--- src/design/client_subscription_table_unit_defines.svh ---
// assertion macros shared by the client subscription table design
`ifndef CLIENT_SUBSCRIPTION_TABLE_UNIT_DEFINES_SVH
`define CLIENT_SUBSCRIPTION_TABLE_UNIT_DEFINES_SVH

// condition holds at every clock edge out of reset
`define CST_ASSERT_ALWAYS(label, cond, msg) \
    label: assert property (@(posedge i_clk) disable iff (!i_rst_n) (cond)) else $error(msg);

// consequence holds in the same cycle as the antecedent
`define CST_ASSERT_IMPL(label, ante, cons, msg) \
    label: assert property (@(posedge i_clk) disable iff (!i_rst_n) (ante) |-> (cons)) \
        else $error(msg);

// consequence holds in the cycle after the antecedent
`define CST_ASSERT_NEXT(label, ante, cons, msg) \
    label: assert property (@(posedge i_clk) disable iff (!i_rst_n) (ante) |=> (cons)) \
        else $error(msg);

`endif

--- src/design/cst_pkg.sv ---
// types and constants of the client subscription table
`timescale 1ns / 1ps
`default_nettype none

package cst_pkg;

    localparam int OUT_W     = 4;
    localparam int CFG_IDX_W = 1;
    localparam int CFG_W     = 16;

    localparam logic [CFG_IDX_W-1:0] CFG_UNICAST = 1'd0;
    localparam logic [CFG_IDX_W-1:0] CFG_TIMEOUT = 1'd1;

    localparam logic [15:0] TIMEOUT_RST = 16'd60;

    typedef enum logic [2:0] {
        ST_OK        = 3'd0,
        ST_PARAM     = 3'd1,
        ST_NOTINLIST = 3'd2,
        ST_FULL      = 3'd3,
        ST_INVALID   = 3'd4,
        ST_AGED      = 3'd5
    } t_status;

    typedef enum logic [1:0] {
        OP_SKIP       = 2'd0,
        OP_AGE        = 2'd1,
        OP_CONNECT    = 2'd2,
        OP_DISCONNECT = 2'd3
    } t_op;

    typedef enum logic [1:0] {
        S_IDLE  = 2'd0,
        S_SWEEP = 2'd1,
        S_DONE  = 2'd2
    } t_state;

    // request broadcast to every cell for the length of one sweep
    typedef struct packed {
        t_op          op;
        logic [31:0]  ip;
        logic [15:0]  port;
        logic [31:0]  now;
        logic [15:0]  timeout;
    } t_cmd;

    // flags carried by the wave from cell to cell
    typedef struct packed {
        logic live;
        logic matched;
        logic free_seen;
    } t_token;

endpackage

`default_nettype wire

--- src/design/cst_cell.sv ---
// one slot of the subscription table, acting as the sweep wave passes
`timescale 1ns / 1ps
`default_nettype none

module cst_cell #(
    parameter int K     = 0,
    parameter int CNT_W = 4
) (
    input  wire                 i_clk,
    input  wire                 i_rst_n,
    input  cst_pkg::t_cmd       i_cmd,
    input  cst_pkg::t_token     i_tok,
    input  wire  [CNT_W-1:0]    i_idx,
    input  wire  [CNT_W-1:0]    i_exp,
    input  wire                 i_alloc,
    output cst_pkg::t_token     o_tok,
    output logic [CNT_W-1:0]    o_idx,
    output logic [CNT_W-1:0]    o_exp
);
    import cst_pkg::*;

    logic        r_valid, n_valid;
    logic        r_cand, n_cand;
    logic [31:0] r_ip, n_ip;
    logic [15:0] r_port, n_port;
    logic [31:0] r_stamp, n_stamp;
    t_token      r_tok, n_tok;
    logic [CNT_W-1:0] r_idx, n_idx;
    logic [CNT_W-1:0] r_exp, n_exp;

    logic        hit;
    logic        aged;
    logic        first_free;
    logic [31:0] age;

    always_comb begin
        hit        = r_valid && (r_ip == i_cmd.ip) && (r_port == i_cmd.port);
        age        = i_cmd.now - r_stamp;
        aged       = r_valid && (age > 32'(i_cmd.timeout));
        first_free = !r_valid && !i_tok.free_seen;

        n_valid = r_valid;
        n_cand  = r_cand;
        n_ip    = r_ip;
        n_port  = r_port;
        n_stamp = r_stamp;
        n_tok   = i_tok;
        n_idx   = i_idx;
        n_exp   = i_exp;

        // commit of a new client into the first free slot found by the sweep
        if (i_alloc && r_cand) begin
            n_valid = 1'b1;
            n_cand  = 1'b0;
            n_ip    = i_cmd.ip;
            n_port  = i_cmd.port;
            n_stamp = i_cmd.now;
        end

        if (i_tok.live) begin
            n_cand = 1'b0;
            case (i_cmd.op)
                OP_CONNECT: begin
                    n_cand          = first_free;
                    n_tok.free_seen = i_tok.free_seen | ~r_valid;
                    if (hit) begin
                        n_stamp       = i_cmd.now;
                        n_tok.matched = 1'b1;
                        n_idx         = CNT_W'(K);
                    end else if (first_free && !i_tok.matched) begin
                        n_idx = CNT_W'(K);
                    end
                end
                OP_DISCONNECT: begin
                    if (hit) begin
                        n_valid       = 1'b0;
                        n_stamp       = '0;
                        n_tok.matched = 1'b1;
                        n_idx         = CNT_W'(K);
                    end
                end
                OP_AGE: begin
                    if (aged) begin
                        n_valid = 1'b0;
                        n_stamp = '0;
                        n_exp   = i_exp + CNT_W'(1);
                    end
                end
                default: ;
            endcase
        end
    end

    always_ff @(posedge i_clk) begin
        if (!i_rst_n) begin
            r_valid <= 1'b0;
            r_cand  <= 1'b0;
            r_tok   <= '0;
        end else begin
            r_valid <= n_valid;
            r_cand  <= n_cand;
            r_tok   <= n_tok;
        end
    end

    always_ff @(posedge i_clk) begin
        r_ip              <= n_ip;
        r_port            <= n_port;
        r_stamp           <= n_stamp;
        r_idx             <= n_idx;
        r_exp             <= n_exp;
    end

    assign o_tok = r_tok;
    assign o_idx = r_idx;
    assign o_exp = r_exp;

endmodule

`default_nettype wire

--- src/design/client_subscription_table_unit.sv ---
// top level of the client subscription table: control, chain of slot cells, result register
//
//   channel   direction  handshake               payload
//   request   in         i_valid / o_ready       i_command i_client_ip i_udp_port
//                                                i_connect_enable i_now_seconds
//   result    out        o_valid / i_ready       o_status o_slot_index o_active_count
//                                                o_expired_count
//   config    in         i_cfg_we (no wait)      i_cfg_idx i_cfg_data
//
// an accepted transfer is registered into r_launch, then the wave walks the chain of slots
// through the register of each cell, is caught at the chain end, is committed into the output
// register in the done state, and control returns to idle; no request is taken during a sweep
// a new request is taken while the previous result still waits in the output register
// the commit waits while that register is full and not being taken
// synchronous active-low reset empties every slot, clears the count and loads the
// register defaults (unicast on, timeout 60); slot addresses, ports and stamps are not reset
`timescale 1ns / 1ps
`default_nettype none
`include "client_subscription_table_unit_defines.svh"

module client_subscription_table_unit #(
    parameter int ENTRIES = 8
) (
    input  wire                              i_clk,
    input  wire                              i_rst_n,
    // request channel
    input  wire                              i_valid,
    output logic                             o_ready,
    input  wire                              i_command,
    input  wire  [31:0]                      i_client_ip,
    input  wire  [15:0]                      i_udp_port,
    input  wire  [7:0]                       i_connect_enable,
    input  wire  [31:0]                      i_now_seconds,
    // result channel
    output logic                             o_valid,
    input  wire                              i_ready,
    output cst_pkg::t_status                 o_status,
    output logic [cst_pkg::OUT_W-1:0]        o_slot_index,
    output logic [cst_pkg::OUT_W-1:0]        o_active_count,
    output logic [cst_pkg::OUT_W-1:0]        o_expired_count,
    // configuration writes
    input  wire                              i_cfg_we,
    input  wire  [cst_pkg::CFG_IDX_W-1:0]    i_cfg_idx,
    input  wire  [cst_pkg::CFG_W-1:0]        i_cfg_data
);
    import cst_pkg::*;

    // wide enough to hold ENTRIES itself, the "no slot" index
    localparam int CNT_W = $clog2(ENTRIES + 1);

    // configuration registers
    logic        r_unicast;
    logic [15:0] r_timeout;

    // control
    t_state      r_state, n_state;
    logic        r_launch;
    t_cmd        r_cmd;
    t_status     r_skip_status;
    logic        r_en_one;
    logic [CNT_W-1:0] r_count, n_count;

    // wave result caught at the end of the chain
    t_token           r_fin_tok;
    logic [CNT_W-1:0] r_fin_idx;
    logic [CNT_W-1:0] r_fin_exp;

    // output register
    logic             r_out_valid;
    t_status          r_status;
    logic [CNT_W-1:0] r_slot_idx;
    logic [CNT_W-1:0] r_active;
    logic [CNT_W-1:0] r_expired;

    // chain wiring, element k feeds cell k
    t_token           chain_tok [ENTRIES+1];
    logic [CNT_W-1:0] chain_idx [ENTRIES+1];
    logic [CNT_W-1:0] chain_exp [ENTRIES+1];

    logic             accept;
    logic             fire;
    logic             alloc;
    logic             need_alloc;
    t_status          res_status;
    logic [CNT_W-1:0] res_idx;
    logic [CNT_W-1:0] res_exp;
    t_cmd             cmd_in;
    t_status          skip_in;
    logic             wave_end;

    assign wave_end = chain_tok[ENTRIES].live;

    // configuration port
    always_ff @(posedge i_clk) begin
        if (!i_rst_n) begin
            r_unicast <= 1'b1;
            r_timeout <= TIMEOUT_RST;
        end else if (i_cfg_we) begin
            unique case (i_cfg_idx)
                CFG_UNICAST: r_unicast <= i_cfg_data[0];
                CFG_TIMEOUT: r_timeout <= i_cfg_data;
                default:     ;
            endcase
        end
    end

    // next state
    always_comb begin
        n_state = r_state;
        unique case (r_state)
            S_IDLE:  if (i_valid) n_state = S_SWEEP;
            S_SWEEP: if (wave_end) n_state = S_DONE;
            S_DONE:  if (!r_out_valid || i_ready) n_state = S_IDLE;
            default: n_state = S_IDLE;
        endcase
    end

    // state outputs
    always_comb begin
        o_ready = 1'b0;
        fire    = 1'b0;
        unique case (r_state)
            S_IDLE:  o_ready = 1'b1;
            S_SWEEP: ;
            S_DONE:  fire = !r_out_valid || i_ready;
            default: ;
        endcase
    end

    assign accept = i_valid && o_ready;

    // decode of the incoming request into a sweep operation
    always_comb begin
        cmd_in.ip      = i_client_ip;
        cmd_in.port    = i_udp_port;
        cmd_in.now     = i_now_seconds;
        cmd_in.timeout = r_timeout;
        skip_in        = ST_AGED;
        if (!i_command) begin
            cmd_in.op = r_unicast ? OP_AGE : OP_SKIP;
        end else if (!r_unicast) begin
            cmd_in.op = OP_SKIP;
            skip_in   = ST_INVALID;
        end else if (i_udp_port == 16'd0) begin
            cmd_in.op = OP_SKIP;
            skip_in   = ST_PARAM;
        end else if (i_connect_enable != 8'd0) begin
            cmd_in.op = OP_CONNECT;
        end else begin
            cmd_in.op = OP_DISCONNECT;
        end
    end

    always_ff @(posedge i_clk) begin
        if (!i_rst_n) begin
            r_state  <= S_IDLE;
            r_launch <= 1'b0;
        end else begin
            r_state  <= n_state;
            r_launch <= accept;
        end
    end

    always_ff @(posedge i_clk) begin
        if (accept) begin
            r_cmd         <= cmd_in;
            r_skip_status <= skip_in;
            r_en_one      <= (i_connect_enable == 8'd1);
        end
        if (wave_end) begin
            r_fin_tok <= chain_tok[ENTRIES];
            r_fin_idx <= chain_idx[ENTRIES];
            r_fin_exp <= chain_exp[ENTRIES];
        end
    end

    // head of the chain: a fresh wave with nothing seen yet
    assign chain_tok[0].live      = r_launch;
    assign chain_tok[0].matched   = 1'b0;
    assign chain_tok[0].free_seen = 1'b0;
    assign chain_idx[0]           = CNT_W'(ENTRIES);
    assign chain_exp[0]           = '0;

    for (genvar k = 0; k < ENTRIES; k++) begin : g_cell
        cst_cell #(
            .K     (k),
            .CNT_W (CNT_W)
        ) u_cell (
            .i_clk   (i_clk),
            .i_rst_n (i_rst_n),
            .i_cmd   (r_cmd),
            .i_tok   (chain_tok[k]),
            .i_idx   (chain_idx[k]),
            .i_exp   (chain_exp[k]),
            .i_alloc (alloc),
            .o_tok   (chain_tok[k+1]),
            .o_idx   (chain_idx[k+1]),
            .o_exp   (chain_exp[k+1])
        );
    end

    // result of the finished sweep
    always_comb begin
        res_status = r_skip_status;
        res_idx    = CNT_W'(ENTRIES);
        res_exp    = '0;
        need_alloc = 1'b0;
        n_count    = r_count;
        case (r_cmd.op)
            OP_AGE: begin
                res_status = ST_AGED;
                res_exp    = r_fin_exp;
                n_count    = r_count - r_fin_exp;
            end
            OP_CONNECT: begin
                if (r_fin_tok.matched) begin
                    res_status = ST_OK;
                    res_idx    = r_fin_idx;
                end else if (r_fin_tok.free_seen) begin
                    res_status = ST_OK;
                    res_idx    = r_fin_idx;
                    need_alloc = 1'b1;
                    n_count    = r_count + CNT_W'(1);
                end else begin
                    // full table: plain enable reports full, any other reports not listed
                    res_status = r_en_one ? ST_FULL : ST_NOTINLIST;
                end
            end
            OP_DISCONNECT: begin
                if (r_fin_tok.matched) begin
                    res_status = ST_OK;
                    res_idx    = r_fin_idx;
                    n_count    = r_count - CNT_W'(1);
                end else begin
                    res_status = ST_NOTINLIST;
                end
            end
            default: ;
        endcase
    end

    assign alloc = fire && need_alloc;

    always_ff @(posedge i_clk) begin
        if (!i_rst_n) begin
            r_count     <= '0;
            r_out_valid <= 1'b0;
        end else begin
            if (fire) begin
                r_count     <= n_count;
                r_out_valid <= 1'b1;
            end else if (i_ready) begin
                r_out_valid <= 1'b0;
            end
        end
    end

    always_ff @(posedge i_clk) begin
        if (fire) begin
            r_status   <= res_status;
            r_slot_idx <= res_idx;
            r_active   <= n_count;
            r_expired  <= res_exp;
        end
    end

    assign o_valid         = r_out_valid;
    assign o_status        = r_status;
    assign o_slot_index    = OUT_W'(r_slot_idx);
    assign o_active_count  = OUT_W'(r_active);
    assign o_expired_count = OUT_W'(r_expired);

    `CST_ASSERT_ALWAYS(a_count_range, r_count <= CNT_W'(ENTRIES), "occupied count beyond table size")
    `CST_ASSERT_IMPL(a_wave_in_sweep, wave_end, r_state == S_SWEEP, "wave left chain outside sweep")
    `CST_ASSERT_NEXT(a_accept_launch, accept, r_state == S_SWEEP && r_launch, "transfer did not launch")
    `CST_ASSERT_NEXT(a_fire_shows, fire, o_valid, "committed result not presented")

endmodule

`default_nettype wire
--- config.mk ---
export PLATFORM = sky130hd
export DESIGN_NAME = client_subscription_table_unit
export DESIGN_NICKNAME = d
export VERILOG_FILES = /design/src/design/cst_pkg.sv /design/src/design/cst_cell.sv /design/src/design/client_subscription_table_unit.sv
export VERILOG_INCLUDE_DIRS = /design/src /design/src/design
export SDC_FILE = /design/constraint.sdc
export NUM_CORES = 2
export LEC_CHECK = 0
export BUFFER_PORTS_ARGS = -buffer_cell sky130_fd_sc_hd__buf_2
export CORE_MARGIN = 1.5
export CORE_UTILIZATION = 40
export CTS_BUF_LIST = sky130_fd_sc_hd__clkbuf_4
export DETAILED_ROUTE_END_ITERATION = 8
export PLACE_DENSITY = 0.55
export SETUP_SLACK_MARGIN = 0.4
export SLEW_MARGIN = 20
export SYNTH_ARGS = -nofsm -noshare
export SYNTH_HDL_FRONTEND = slang
export SYNTH_HIERARCHICAL = 1
export SYNTH_SLANG_ARGS = --single-unit
--- constraint.sdc ---
create_clock -name i_clk -period 5.89 [get_ports i_clk]
set_input_delay 0.589 -clock i_clk [delete_from_list [all_inputs] [get_ports i_clk]]
set_output_delay 0.589 -clock i_clk [all_outputs]
set_load 0.005 [all_outputs]
==> flow_summary_export.csv <==
group,metric,value,unit
status,outcome,"finished clean",
yosys,synth_simple_gate_area_share,13.18,%
drt,route.detailed.wl_per_inst,21.81,um
timing,worst_slew_margin_rel,28.17,%
global_route,grtUsageMet2,37.78,%
critical_path,worst_path_dominant_cell_family,"compound AO/OA/AOI/OAI gates",
final_layout,most_common_cell_after_layout_fill_and_taps_aside,"sky130_fd_sc_hd__edfxtp_1",
die,die_w,378.1,um
run,max-cap-violations,0,
placed_design,place_congestion,0.9645,
timing,slew_viol_final,0,
global_route,global_routing_usage_on_met3,4.019,%
power_and_ir_drop,power_density,228.3,nW/um^2
critical_path,crit_slowest_cell,"sky130_fd_sc_hd__fa_1",
drt,drt-total-wl,183.5,mm
clock_network,tritoncts_num_sinks,895,
timing,rsz_0062_raised_after_global_routing,"yes",
die,dieHeight,378.1,um
yosys,synth_edf_count,510,
yosys,synth.yosys.seq_area_share,40.91,%
yosys,synth_top_cell_area_share,27.21,%
yosys,distinct_cells_synth,114,
drt,drtIter0Drc,3974,
yosys,synth-compound-area-share,20.09,%
global_route,grt_antenna_before_repair,6,
global_route,via_count_of_the_first_global_routing_pass,45318,
clock_network,clock_insertion_delay_worst_skew,1250,ps
critical_path,worst_setup_path_end_kind,"flip-flop",
timing,final-setup-viol-count,0,
yosys,share_of_synthesized_area_spent_on_multiplexers,3.113,%
final_layout,nNetsFinal,6864,
critical_path,required_time_of_the_critical_path,6910,ps
yosys,main_combinational_cell_family_by_area_after_synthesis,"compound AO/OA/AOI/OAI gates",
global_route,grt_usage,24.95,%
placed_design,placement.cell_area,59850,um^2
final_layout,post_route_cells_drive_above_1_share,15.26,%
yosys,postSynth.asyncResetShare,0,%
critical_path,worstPathMaxFanout,25,
power_and_ir_drop,p_leak,24.17,nW
drt,avgViaCountPerCell,5.659,
timing,maxClockFrequency,0.1869,GHz
die,fp.dieArea,142900,um^2
global_route,maximum_number_of_pins_on_one_net_before_global_route_repair,67,
power_and_ir_drop,power.ir.vdd_worst,0.1927,mV
final_layout,finish.instance_area,65430,um^2
yosys,synth_area,56280,um^2
die,initial_utilization,40.33,%
worst_hold_path,hold_path_class,"primary input to flip-flop",
yosys,synth_area_leader_cell,"sky130_fd_sc_hd__edfxtp_1",
drt,route.vias.total,47624,
critical_path,cp.arrival,6370,ps
yosys,arithmetic_cell_share_of_the_synthesized_area_counting_full_adders_half_adders_and_majority_gates,8.969,%
timing,clock-skew-final,153.3,ps
timing,worst_pin_slew,1077,ps
yosys,post_synth_xor_area_fraction,8.498,%
critical_path,critPathBufInv,3,
drt,drtPass1Iterations,6,
die,core_ar,139500,um^2
die,ios,128,
critical_path,path_common_cell,"sky130_fd_sc_hd__ha_1",
clock_network,tritoncts.num_buffers,274,
timing,fin_hold_ws,170.6,ps
clock_network,clkSlewWorstSetupHoldPaths,60,ps
global_route,met1_routing_resource_usage_after_global_routing,36.24,%
critical_path,crit_type,"flip-flop to flip-flop",
final_layout,most-common-layout-cells,"sky130_fd_sc_hd__edfxtp_1, sky130_fd_sc_hd__inv_1, sky130_fd_sc_hd__clkbuf_4",
global_route,globalRoute.busiestLayer,"met2",
yosys,synth_top_cells_by_area,"sky130_fd_sc_hd__edfxtp_1, sky130_fd_sc_hd__dfxtp_1, sky130_fd_sc_hd__ha_1",
yosys,synthesis.area_per_instance,9.765,um^2
placed_design,dp_hpwl,129.5,mm
drt,post_detailed_route_count_of_antenna_violating_nets,0,
clock_network,ctsLongestPathBuffers,4,
critical_path,critPathLaunchType,"flip-flop",
timing,final_min_period_over_clock_period,90.84,%
clock_network,cts_tree,"built",
yosys,postSynthRegisterBits,895,
die,placementRows,137,
yosys,postSynthCellCount,5763,
critical_path,worstPathCellList,"buf_12 > inv_1 > ha_1 > fa_1 > nand2b_1 > a21oi_2 > o21ai_1 > o21ai_0 > xor2_1 > ha_1 > nand4_1 > nor2_1 > a221o_1 > a211o_1 > a221oi_2 > o2111ai_1 > nor4_2 > and4_4 > o21ai_4 > buf_8 > o22ai_2",
drt,detail_route.drc_violations,0,
yosys,yosysWarningCount,6,
clock_network,clock_tree.root_cell,"sky130_fd_sc_hd__clkbuf_4",
timing,final_worst_path_period_need,5351,ps
timing,setup_total_negative_slack,0,ps
timing,timing.final.hold_violations,0,
yosys,synth_flop_cell,"sky130_fd_sc_hd__edfxtp_1",
global_route,grt.overflow.total,0,
final_layout,layout-area-overhead-vs-synth,16.27,%
clock_network,h-tree-depth,5,
placed_design,io_buffers,127,
critical_path,worst_path_largest_cell_delay,410,ps
global_route,grt_first_pass_wirelength,272.8,mm
==> cell families after synthesis <==
kind of cell | Yosys count
flops | 895
buf+inv | 703
mux | 171
other cells | 2
compound gates | 1589
fa+ha+maj | 398
xor+xnor | 546
simple gates | 1459
==> cell usage after synthesis (55+ instances only) <==
cell type	count
sky130_fd_sc_hd__ha_1	389
sky130_fd_sc_hd__nor2_1	351
sky130_fd_sc_hd__nand2_1	387
sky130_fd_sc_hd__o22ai_2	101
sky130_fd_sc_hd__inv_1	492
sky130_fd_sc_hd__nand4_1	159
sky130_fd_sc_hd__a22oi_1	228
sky130_fd_sc_hd__o211ai_1	55
sky130_fd_sc_hd__o21ai_0	222
sky130_fd_sc_hd__nand2b_1	68
sky130_fd_sc_hd__edfxtp_1	510
sky130_fd_sc_hd__mux2i_1	157
sky130_fd_sc_hd__o21a_1	57
sky130_fd_sc_hd__clkbuf_1	125
sky130_fd_sc_hd__xnor2_1	297
sky130_fd_sc_hd__nand3_1	76
sky130_fd_sc_hd__a21oi_1	380
sky130_fd_sc_hd__xor2_1	249
sky130_fd_sc_hd__nor4_1	84
sky130_fd_sc_hd__a21o_1	65
sky130_fd_sc_hd__dfxtp_1	385
sky130_fd_sc_hd__nor3_1	70
==> metrics by stage <==
stage,power [W],worst slack (ps),util (%),std cells
6_report,0.01494,539.3,46.89,8415
5_1_grt,0.01569,373.6,46.89,8412
2_1_floorplan,0.008269,967.3,-,5778
4_1_cts,0.01509,404.5,46.65,8396
3_3_place_gp,0.008993,221.5,42.87,7750
3_5_place_dp,0.008999,262.1,42.90,7752
==> final cells by class <==
cell class	instances	area [um^2]
multi-input cells	4184	30690
clock buffers	392	2943
flip-flops and latches	895	23020
fillers	13546	74100
inverters	498	1879
clock inverters	58	310.3
well taps	1876	2347
diodes	10	25.02
repair buffers	502	4217
==> flip-flops by register name, summed over array words and instances (netlist names), 8 cells and up <==
name	count
g_cell.u_cell/o_tok	24
g_cell.u_cell/r_port	128
g_cell.u_cell/r_stamp	256
g_cell.u_cell/r_valid	8
r_timeout	16
g_cell.u_cell/r_ip	256
g_cell.u_cell/r_cand	8
g_cell.u_cell/o_idx	32
g_cell.u_cell/o_exp	32
r_cmd	98
==> routing by layer <==
layer / up-vias / part of all wire [%] / wire length (um)
met5: - / 0 / 0
met1: 23070 / 48 / 87630
li1: 22625 / - / -
met3: 262 / 6.3 / 11550
met2: 1667 / 44 / 80100
met4: 0 / 2.3 / 4252
==> repair_timing <==
item | in CTS | in global routing
hold buffers | 187 | 0
hold endpoints to repair | 132 | 0
pin swaps | 2 | 7
buffers inserted | 7 | 4
setup endpoints to repair | 86 | 253
gates resized for setup | 4 | 42
cloned | 0 | 5
==> path summary, 6_finish.rpt <==
kind	from	to	slack, ps	cells past startpoint
min reg2reg	g_cell[5].u_cell/o_idx[2]	g_cell[6].u_cell/o_idx[2]	360	1
max	r_cmd[16]	g_cell[5].u_cell/r_stamp[23]	540	21
min	i_client_ip[25]	r_cmd[89]	170	2
max reg2reg	r_cmd[16]	g_cell[5].u_cell/r_stamp[23]	540	21
==> report_power, final <==
part	leakage, nW	switching, W	internal, W
logic	14.4	0.00130	0.000883
registers	7.76	0.000162	0.00668
clock network	1.97	0.00274	0.00316
total	24.2	0.00420	0.0107
No activity file was read; power rests on OpenSTA's default activity.
